<file path="src/rtl/bdq_pkg.sv">
package bdq_pkg;

	localparam logic [1:0] ACT_PUSH_FRONT = 2'd0;
	localparam logic [1:0] ACT_PUSH_BACK  = 2'd1;
	localparam logic [1:0] ACT_POP_FRONT  = 2'd2;
	localparam logic [1:0] ACT_SEARCH     = 2'd3;

	localparam logic [1:0] STAT_OK        = 2'd0;
	localparam logic [1:0] STAT_EMPTY     = 2'd1;
	localparam logic [1:0] STAT_FULL      = 2'd2;
	localparam logic [1:0] STAT_NOT_FOUND = 2'd3;

	typedef struct packed {
		logic [1:0]         action;
		logic signed [31:0] value;
	} req_t;

	typedef struct packed {
		logic [1:0]         status;
		logic [3:0]         found_position;
		logic signed [31:0] front_value;
		logic signed [31:0] back_value;
		logic               is_empty;
		logic [4:0]         entry_count;
	} rsp_t;

endpackage

</file>
<file path="src/rtl/bdq_ram.sv">
module bdq_ram #(
	parameter int DEPTH      = 16,
	parameter int WORD_WIDTH = 32,
	parameter int AW         = 4
) (
	input  logic                  clk,
	input  logic                  we,
	input  logic [AW-1:0]         waddr,
	input  logic [WORD_WIDTH-1:0] wdata,
	input  logic [AW-1:0]         raddr,
	output logic [WORD_WIDTH-1:0] rdata
);

	logic [WORD_WIDTH-1:0] mem [DEPTH];

	always_ff @(posedge clk) begin
		if (we) begin
			mem[waddr] <= wdata;
		end
	end

	always_ff @(posedge clk) begin
		rdata <= mem[raddr];
	end

endmodule

</file>
<file path="src/rtl/bounded_deque_with_search.sv">
// channel   | handshake          | payload
// ----------+--------------------+--------------------------------------
// request   | start & !busy      | req : action, value
// result    | done (one cycle)   | rsp : status, position, front, back,
//           |                    |       empty flag, count
// Push, pop to empty and any refused request: result shows in the cycle after accept.
// Pop leaving entries: goes through ST_POP for one read of the RAM for the new front.
// Search reads one entry per cycle from the front until a hit or until every held
// entry has been compared. busy covers a pop read or a search scan; results
// cannot be stalled, so the next request may be taken as a result shows. Reset
// clears state, front pointer, count and done only.
module bounded_deque_with_search #(
	parameter int DEPTH      = 16,
	parameter int WORD_WIDTH = 32
) (
	input  logic          clk,
	input  logic          arst_n,
	input  logic          start,
	input  bdq_pkg::req_t req,
	output logic          busy,
	output logic          done,
	output bdq_pkg::rsp_t rsp
);
	import bdq_pkg::*;

	localparam int IW = $clog2(DEPTH);
	localparam int CW = $clog2(DEPTH + 1);
	localparam logic [IW-1:0] LAST_IDX = IW'(DEPTH - 1);
	localparam logic [IW:0]   DEPTH_W  = (IW + 1)'(DEPTH);
	localparam logic [CW-1:0] FULL_CNT = CW'(DEPTH);

	localparam logic [1:0] ST_IDLE = 2'd0;
	localparam logic [1:0] ST_POP  = 2'd1;
	localparam logic [1:0] ST_SRCH = 2'd2;

	logic [1:0]            state_q, state_n;
	logic [IW-1:0]         front_q, front_n;
	logic [CW-1:0]         cnt_q, cnt_n;
	logic [WORD_WIDTH-1:0] fval_q, fval_n, bval_q, bval_n;
	logic [WORD_WIDTH-1:0] key_q, key_n;
	logic [IW-1:0]         idx_q, idx_n;
	logic [IW-1:0]         ptr_q, ptr_n;

	logic                  emit;
	logic [1:0]            stat;
	logic [IW-1:0]         pos;

	logic                  we;
	logic [IW-1:0]         waddr, raddr;
	logic [WORD_WIDTH-1:0] rdata;

	logic [WORD_WIDTH+31:0] word_x;
	logic [WORD_WIDTH-1:0]  word;
	logic [IW:0]            back_sum;
	logic [IW-1:0]          back_wr, front_dec, front_inc, ptr_inc;
	logic                   accept;

	function automatic logic [IW-1:0] ring_inc(input logic [IW-1:0] x);
		ring_inc = (x == LAST_IDX) ? '0 : x + 1'b1;
	endfunction

	assign accept   = start && !busy;
	assign busy     = (state_q != ST_IDLE);
	assign word_x   = {{WORD_WIDTH{1'b0}}, req.value};
	assign word     = word_x[WORD_WIDTH-1:0];

	assign back_sum  = {1'b0, front_q} + (IW + 1)'(cnt_q);
	assign back_wr   = (back_sum >= DEPTH_W) ? IW'(back_sum - DEPTH_W) : back_sum[IW-1:0];
	assign front_dec = (front_q == '0) ? LAST_IDX : front_q - 1'b1;
	assign front_inc = ring_inc(front_q);
	assign ptr_inc   = ring_inc(ptr_q);

	bdq_ram #(
		.DEPTH      (DEPTH),
		.WORD_WIDTH (WORD_WIDTH),
		.AW         (IW)
	) u_ram (
		.clk   (clk),
		.we    (we),
		.waddr (waddr),
		.wdata (word),
		.raddr (raddr),
		.rdata (rdata)
	);

	always_comb begin
		state_n = state_q;
		front_n = front_q;
		cnt_n   = cnt_q;
		fval_n  = fval_q;
		bval_n  = bval_q;
		key_n   = key_q;
		idx_n   = idx_q;
		ptr_n   = ptr_q;
		emit    = 1'b0;
		stat    = STAT_OK;
		pos     = '0;
		we      = 1'b0;
		waddr   = back_wr;
		raddr   = ptr_q;

		unique case (state_q)
			ST_IDLE: begin
				if (accept) begin
					unique case (req.action)
						ACT_PUSH_FRONT: begin
							emit = 1'b1;
							if (cnt_q == FULL_CNT) begin
								stat = STAT_FULL;
							end else begin
								we      = 1'b1;
								waddr   = front_dec;
								front_n = front_dec;
								cnt_n   = cnt_q + 1'b1;
								fval_n  = word;
								if (cnt_q == '0) bval_n = word;
							end
						end
						ACT_PUSH_BACK: begin
							emit = 1'b1;
							if (cnt_q == FULL_CNT) begin
								stat = STAT_FULL;
							end else begin
								we     = 1'b1;
								cnt_n  = cnt_q + 1'b1;
								bval_n = word;
								if (cnt_q == '0) fval_n = word;
							end
						end
						ACT_POP_FRONT: begin
							if (cnt_q == '0) begin
								emit = 1'b1;
								stat = STAT_EMPTY;
							end else begin
								front_n = front_inc;
								cnt_n   = cnt_q - 1'b1;
								raddr   = front_inc;
								// new front comes from the RAM unless nothing is left
								if (cnt_q == CW'(1)) begin
									emit = 1'b1;
								end else begin
									state_n = ST_POP;
								end
							end
						end
						ACT_SEARCH: begin
							if (cnt_q == '0) begin
								emit = 1'b1;
								stat = STAT_NOT_FOUND;
							end else begin
								raddr   = front_q;
								ptr_n   = front_inc;
								idx_n   = '0;
								key_n   = word;
								state_n = ST_SRCH;
							end
						end
						default: ;
					endcase
				end
			end
			ST_POP: begin
				fval_n  = rdata;
				emit    = 1'b1;
				state_n = ST_IDLE;
			end
			ST_SRCH: begin
				// rdata holds entry idx_q; the next entry is read meanwhile
				raddr = ptr_q;
				ptr_n = ptr_inc;
				idx_n = idx_q + 1'b1;
				if (rdata == key_q) begin
					emit    = 1'b1;
					pos     = idx_q;
					state_n = ST_IDLE;
				end else if (CW'(idx_q) + 1'b1 == cnt_q) begin
					emit    = 1'b1;
					stat    = STAT_NOT_FOUND;
					state_n = ST_IDLE;
				end
			end
			default: begin
				state_n = ST_IDLE;
			end
		endcase
	end

	always_ff @(posedge clk or negedge arst_n) begin
		if (!arst_n) begin
			state_q <= ST_IDLE;
			front_q <= '0;
			cnt_q   <= '0;
			done    <= 1'b0;
		end else begin
			state_q <= state_n;
			front_q <= front_n;
			cnt_q   <= cnt_n;
			done    <= emit;
		end
	end

	logic [IW+3:0]          pos_x;
	logic [CW+4:0]          cnt_x;
	logic [WORD_WIDTH+31:0] fval_x, bval_x;
	logic                   empty_n;

	assign pos_x   = {4'b0, pos};
	assign cnt_x   = {5'b0, cnt_n};
	assign fval_x  = {32'b0, fval_n};
	assign bval_x  = {32'b0, bval_n};
	assign empty_n = (cnt_n == '0);

	always_ff @(posedge clk) begin
		fval_q <= fval_n;
		bval_q <= bval_n;
		key_q  <= key_n;
		idx_q  <= idx_n;
		ptr_q  <= ptr_n;
		if (emit) begin
			rsp.status         <= stat;
			rsp.found_position <= pos_x[3:0];
			rsp.front_value    <= empty_n ? '0 : fval_x[31:0];
			rsp.back_value     <= empty_n ? '0 : bval_x[31:0];
			rsp.is_empty       <= empty_n;
			rsp.entry_count    <= cnt_x[4:0];
		end
	end

endmodule
</file>
<file path="config.mk">
export PLATFORM = sky130hd
export DESIGN_NAME = bounded_deque_with_search
export DESIGN_NICKNAME = d
export VERILOG_FILES = /design/src/rtl/bdq_pkg.sv /design/src/rtl/bdq_ram.sv /design/src/rtl/bounded_deque_with_search.sv
export SDC_FILE = /design/constraint.sdc
export NUM_CORES = 1
export LEC_CHECK = 0
export BUFFER_PORTS_ARGS = -buffer_cell sky130_fd_sc_hd__buf_2
export CORE_MARGIN = 2
export CORE_UTILIZATION = 62
export CTS_CLUSTER_SIZE = 25
export DETAILED_ROUTE_END_ITERATION = 10
export GPL_TIMING_DRIVEN = 0
export PLACE_DENSITY = 0.86
export SYNTH_ARGS = -nofsm -noshare
export SYNTH_HDL_FRONTEND = slang
export SYNTH_SLANG_ARGS = --single-unit
</file>
<file path="constraint.sdc">
create_clock -name clk -period 7.4 [get_ports clk]
set_clock_uncertainty 0.2 [all_clocks]
set_input_delay 1.48 -clock clk [delete_from_list [all_inputs] [get_ports clk]]
set_output_delay 1.48 -clock clk [all_outputs]
set_load 0.02 [all_outputs]
</file>
==> results_dict.tcl, run 1 <==
set metrics [dict create \
    status "finished clean" \
    root_buffer "clkbuf_16" \
    clockBufferDepth 3 \
    synth-edff-count 628 \
    nNetsFinal 2374 \
    dr.pass1.iters 9 \
    clock_sinks 736 \
    die_h_um 228 \
    syn-num-nets 2148 \
    yosysWarnings 0 \
    totalWireLength_um 90400 \
    drc 0 \
    synth_cell_types 71 \
    grt_first_pass_wirelength_um 134000 \
    cts_buffers 72 \
    setup_viol 0 \
    critical_path_class "input port to flop" \
    p_leak_nw 12.7 \
    overflow 0 \
    cts_tree "built" \
    synth_top_area_share_pct 60.7 \
    via_per_inst 7.01 \
    post-cts-setup-buffers 0 \
    grt.busiest_layer "met2" \
    met1_usage_pct 44.2 \
    synthTopCellsByCount "628 x edfxtp_1, 150 x mux2i_1, 106 x clkbuf_1" \
    cts_resized 0 \
    multi_input_area_sq_mm 0.00929 \
    critPathLaunchType "input port" \
    max_clock_freq_mhz 203 \
    worst_pin_slew_ns 1.41 \
    period_share_pct 66.6 \
    fillCellCount 3011 \
    io_pins 115 \
    hpwl_um 57800 \
    synthTopCellsByArea "edfxtp_1 61%, dfxtp_1 6.2%, mux2i_1 4.8%" \
    async_flop_share_pct 1.63 \
    wl_per_cell_um 29.6 \
    clk_latency_ns 0.63 \
    vias 21400 \
    worst_ep_arrival_time_ns 5.05 \
    antenna_found_initial 2 \
    hold_ws_ns 0.275 \
    gr-usage-met3_pct 8.61 \
    antenna_left 0 \
    grt_util_all_layers_pct 34.8 \
    clkTransAtPathRegs_ns 0.06 \
    grt_max_degree 34 \
    syn_area_sq_mm 0.0311 \
    grt_setup_unrepaired "no" \
    placeableCoreArea_sq_mm 0.0499 \
    n_antenna_cell 0 \
    hold_viol 0 \
    h-tree-depth 3 \
    drv_slew 0 \
    dieArea_sq_mm 0.0519 \
    syn2layout_area_growth_pct 14.1 \
    hold_buffers 0 \
    required_ns 7.52 \
    power_density_mw_per_mm2 462 \
    io_buffers 114 \
    syn_avg_cell_area_sq_um 14.8 \
    vdd_ir_drop_max_mv 0.281 \
    grt_pass1_vias 21500 \
    rows 82 \
    synth_top_cell_by_area "edfxtp_1" \
    ys_ff_latch 736 \
    synth_cells 2099 \
    synthFlopType "edfxtp_1" \
    grt.met2_usage_pct 56.5 \
    cp-end-kind "flop" \
    slew-limit-headroom_pct 3.52 \
    worstPathMaxFanout 19 \
    start_util_pct 62.3 \
    drv_cap 0 \
    drtIter0Drc 3545 \
    die_x_um 228 \
    drive_gt1_share_pct 16.5 \
    place_congestion 0.950 \
    post_dp_cell_area_sq_mm 0.0331 \
    design_area_sq_mm 0.0355 \
    yosysMostFrequentCell "edfxtp_1" \
    seq_area_sq_mm 0.0211 \
    fin_crit_ns 4.92 \
    synth_seq_area_share_pct 67.8 \
    hold_path.class "flop to flop" \
]
-- stage by stage --
| stage | setup TNS, ns | total power [W] | setup WS [ns] | utilization, % | instances |
|---|---|---|---|---|---|
| final | 0 | 0.0164 | 2.48 | 71.1 | 3055 |
| after global routing | 0 | 0.0169 | 2.32 | 71.1 | 3055 |
| after CTS | 0 | 0.0162 | 2.56 | 71.1 | 3055 |
| after detailed placement | 0 | 0.0125 | 1.91 | 66.5 | 2923 |
| after global placement | -400.43 | 0.0121 | -1.55 | 65.1 | 2885 |
| after floorplan | 0 | 0.0102 | 0.733 | - | 2099 |
-- routing by layer --
metal  part of all wire, %  vias up
li1                      -     8738
met1                    34    10400
met2                    48     1854
met3                    12      384
met4                   5.5        2
met5                 0.014        -
-- report_power, final --
group          total (W)  leakage, nW  switching, W  internal [W]
Sequential       0.00595         6.68      0.000404       0.00554
Clock            0.00365         1.14       0.00158       0.00207
Combinational    0.00679         4.86       0.00436       0.00244
Total             0.0164         12.7       0.00634        0.0100
-- cells by family after synthesis --
group | share of synthesized area (%)
AO/OA/AOI/OAI | 9.97
XOR/XNOR | 1.35
adder cells (fa/ha/maj) | 0.507
buffers and inverters | 2.63
flip-flops | 67.8
multiplexers | 9.23
AND/OR/NAND/NOR | 8.47
-- cells in the final DEF (no fill, tap or decap), drive strengths merged, types with 4 or more instances in the layout --
| master | Yosys | layout |
|---|---|---|
| a21oi | 65 | 65 |
| o221ai | 44 | 44 |
| o32ai | 26 | 26 |
| dfrtp | 12 | 12 |
| edfxtp | 628 | 628 |
| nor3 | 14 | 14 |
| clkbuf | 106 | 211 |
| nand2 | 95 | 95 |
| xor2 | 7 | 7 |
| xnor2 | 41 | 41 |
| o21ai | 32 | 32 |
| ha | 11 | 11 |
| nand2b | 48 | 48 |
| buf | 63 | 215 |
| dfxtp | 96 | 96 |
| a211oi | 47 | 47 |
| and2 | 51 | 51 |
| a22o | 57 | 57 |
| nor2b | 6 | 6 |
| nor2 | 49 | 49 |
| a21boi | 62 | 62 |
| a31oi | 4 | 4 |
| nand4 | 96 | 96 |
| bufinv | 0 | 4 |
| inv | 15 | 18 |
| and3 | 48 | 48 |
| nand3 | 52 | 52 |
| a22oi | 6 | 6 |
| mux2 | 36 | 36 |
| clkinv | 0 | 20 |
| mux2i | 151 | 151 |
| a211o | 25 | 25 |
| o32a | 23 | 23 |
| mux4 | 42 | 42 |
-- state kept, by name (all words and copies together) (netlist names), 5 cells and up --
register     count
rsp             76
key_q           32
bval_q          32
u_ram.rdata     32
u_ram.mem      512
cnt_q            5
fval_q          32
-- worst paths after layout --
path,start,endpoint,slack [ns],cells past startpoint
min in group asynchronous,arst_n,front_q[3],0.55,1
worst max register to register,front_q[1],u_ram.rdata[14],2.50,11
worst min register to register,bval_q[0],bval_q[0],0.27,1
worst min-delay path,bval_q[0],bval_q[0],0.27,1
worst max-delay path,req[33],u_ram.mem[3][10],2.48,9
max in group asynchronous,arst_n,cnt_q[0],6.19,1
-- cell type report --
type,instances,area share (%)
well taps,672,2.37
flip-flops and latches,736,59.4
clock inverters,27,0.801
plain buffers,169,2.14
repair buffers,152,3.14
inverters,15,0.159
multi-input cells,1179,26.2
clock buffers,105,5.75
-- critical path, stage by stage --
cell and delay [ns]:
buf_2 0.13, or4b_1 0.51, clkbuf_1 0.31, or3_1 0.43, clkbuf_1 0.18, mux2i_2 0.68, nand2_1 0.44, nor2_4 0.62
buf_16 0.25
No activity file was read; power rests on OpenSTA's default activity.
==> inputs of run 2 (changes only) <==
- clock period: 7.4 -> 4.9 ns (I/O delays scaled with it)
==> results_dict.tcl, run 2 (synthesis results as in run 1) <==
set metrics [dict create \
    crit_path_frequent_cell "buf_2" \
    hold_viol 0 \
    clk_latency_ns 0.63 \
    h-tree-depth 3 \
    io_pins 115 \
    worst_pin_slew_ns 1.20 \
    dieArea_sq_mm 0.0519 \
    post-place-ws_ns -0.172 \
    worstPathMaxFanout 10 \
    hpwl_um 57300 \
    p_int_w 0.0152 \
    io_buffers 114 \
    combPwrFrac_pct 41.1 \
    grt_max_degree 34 \
    drc 0 \
    layout_setup_ws_ns 0.191 \
    syn2layout_area_growth_pct 14.3 \
    nNetsFinal 2368 \
    dr.pass1.iters 6 \
    vdd_ir_drop_max_mv 0.577 \
    final_common_cell "edfxtp_1" \
    clockBufferDepth 3 \
    vias 21300 \
    rr_worst_depth 11 \
    critPathSlowestCell "clkbuf_1" \
    dpl.cell_count 2918 \
    slew-limit-headroom_pct 18.0 \
    fin_crit_ns 4.71 \
    place_congestion 0.968 \
    layout_common_cells "628 x edfxtp_1, 150 x mux2i_1, 128 x clkbuf_1, 127 x buf_2" \
    clock_sinks 736 \
    grt_first_pass_wirelength_um 133000 \
    largestRegisters "u_ram.mem (512), rsp (76)" \
    antenna_found_initial 2 \
    grt_pass1_vias 21200 \
    post_dp_cell_area_sq_mm 0.0332 \
    antenna_left 0 \
    design_area_sq_mm 0.0355 \
    drv_slew 0 \
    drive_gt1_share_pct 16.4 \
    fin_util_pct 71.2 \
    root_buffer "clkbuf_16" \
    totalWireLength_um 89700 \
    largest_register "u_ram.mem" \
    clkTransAtPathRegs_ns 0.06 \
    overflow 0 \
    die_x_um 228 \
    placeableCoreArea_sq_mm 0.0499 \
    start_util_pct 62.3 \
    drtIter0Drc 3593 \
    critical_path_class "flop to flop" \
    ff2ff_setup_slack_ns 0.19 \
    cp_cell_sequence "inv_1, ha_1, mux2_2, buf_1, nand3_1, o21ai_1, buf_2, buf_2, clkbuf_1, a211oi_1, o32a_1" \
    cts_tree "built" \
    max_clock_freq_mhz 212 \
    switching_share_pct 38.6 \
    status "finished clean" \
    hold_path.class "input port to asynchronous set/reset pin" \
    p_sw_w 0.00955 \
    grt_util_all_layers_pct 34.2 \
    reg2reg_from "front_q[1]" \
    die_h_um 228 \
    cts_buffers 71 \
    setup_viol 0 \
    critPathLaunchType "flop" \
    instances_no_fill 3050 \
    period_share_pct 96.1 \
    rows 82 \
    grt_setup_unrepaired "no" \
    wl_per_cell_um 29.4 \
    rr_endpoint "u_ram.rdata[22]" \
    largest_register_ffs 512 \
    drv_cap 0 \
    via_per_inst 6.98 \
    pwr-share-seq_pct 36.4 \
    power_density_mw_per_mm2 697 \
    p_leak_nw 12.7 \
    post-cts-setup-buffers 0 \
    cp_slowest_stage_delay_ns 0.55 \
    required_ns 5.18 \
    p_clk_share_pct 22.5 \
    cp-end-kind "flop" \
    worst_ep_arrival_time_ns 4.99 \
]
## run 2: changes by cell type in the layout (fill, tap and decap cells not counted), moves of 2 or more
cell and change:
buf_12 +3, clkinv_16 +2, clkbuf_1 -2, diode_2 +2
nor3_2 -3, buf_8 +5, nor3_4 +3, buf_6 -15
clkinv_2 -2, clkinvlp_4 +3, clkbuf_8 -3, clkbuf_16 -3
bufinv_16 +3
## run 2: worst max-delay path by stage
stage,from,to,depth (start not counted)
4_1_cts,front_q[1],u_ram.rdata[20],11
3_3_place_gp,req[33],u_ram.mem[11][20],9
3_5_place_dp,req[33],u_ram.mem[4][10],9
5_1_grt,state_q[0],u_ram.mem[6][16],9
6_report,front_q[1],u_ram.rdata[22],11
2_1_floorplan,req[33],u_ram.mem[11][0],8
## run 2: worst max-delay path: cells and delay by family, from the launching register on
kind	cells	cell delay, ns
buf+inv	5	2.03
simple gates	1	0.19
fa+ha+maj	1	0.45
compound gates	3	0.99
flops	1	0.51
mux	1	0.19
## run 2: stage by stage
| step | hold slack, ns | total power [W] | setup TNS (ns) |
|---|---|---|---|
| 6_report | 0.0616 | 0.0247 | 0 |
| 5_1_grt | 0.0657 | 0.0255 | 0 |
| 4_1_cts | 0.0478 | 0.0245 | 0 |
| 3_5_place_dp | 0.255 | 0.0188 | -13.80 |
| 3_3_place_gp | 0.251 | 0.0182 | -1175.37 |
| 2_1_floorplan | 0.245 | 0.0154 | -96.24 |
## run 2: repair_timing
item                                    CTS  global route
gates resized for setup                   0             2
hold endpoints to repair                  0             0
endpoints found under the setup margin    0             4
hold buffers                              0             0
## run 2: routing by layer
layer	vias up	share of wire, %	GRT usage (%)
met3	308	12	8.19
met2	1720	49	56.5
li1	8711	-	-
met4	0	4.4	13.7
met1	10500	35	44.1
met5	-	0	0
## run 2: power by group through the flow
stage                     clock network (W)  registers, W  logic [W]
after floorplan                           0       0.00935    0.00605
after global placement                    0       0.00911    0.00912
after detailed placement                  0       0.00908    0.00973
after CTS                           0.00555       0.00898    0.00993
after global routing                0.00578       0.00908     0.0106
final                               0.00556       0.00902     0.0102
## run 2: layout make-up
type	count	area (sq um)
plain buffers	169	761
well taps	672	841
repair buffers	147	1110
fillers	3030	14300
clock inverters	33	444
clock buffers	97	1910
flip-flops and latches	736	21100
diodes	2	5.00
inverters	15	56.3
multi-input cells	1179	9310
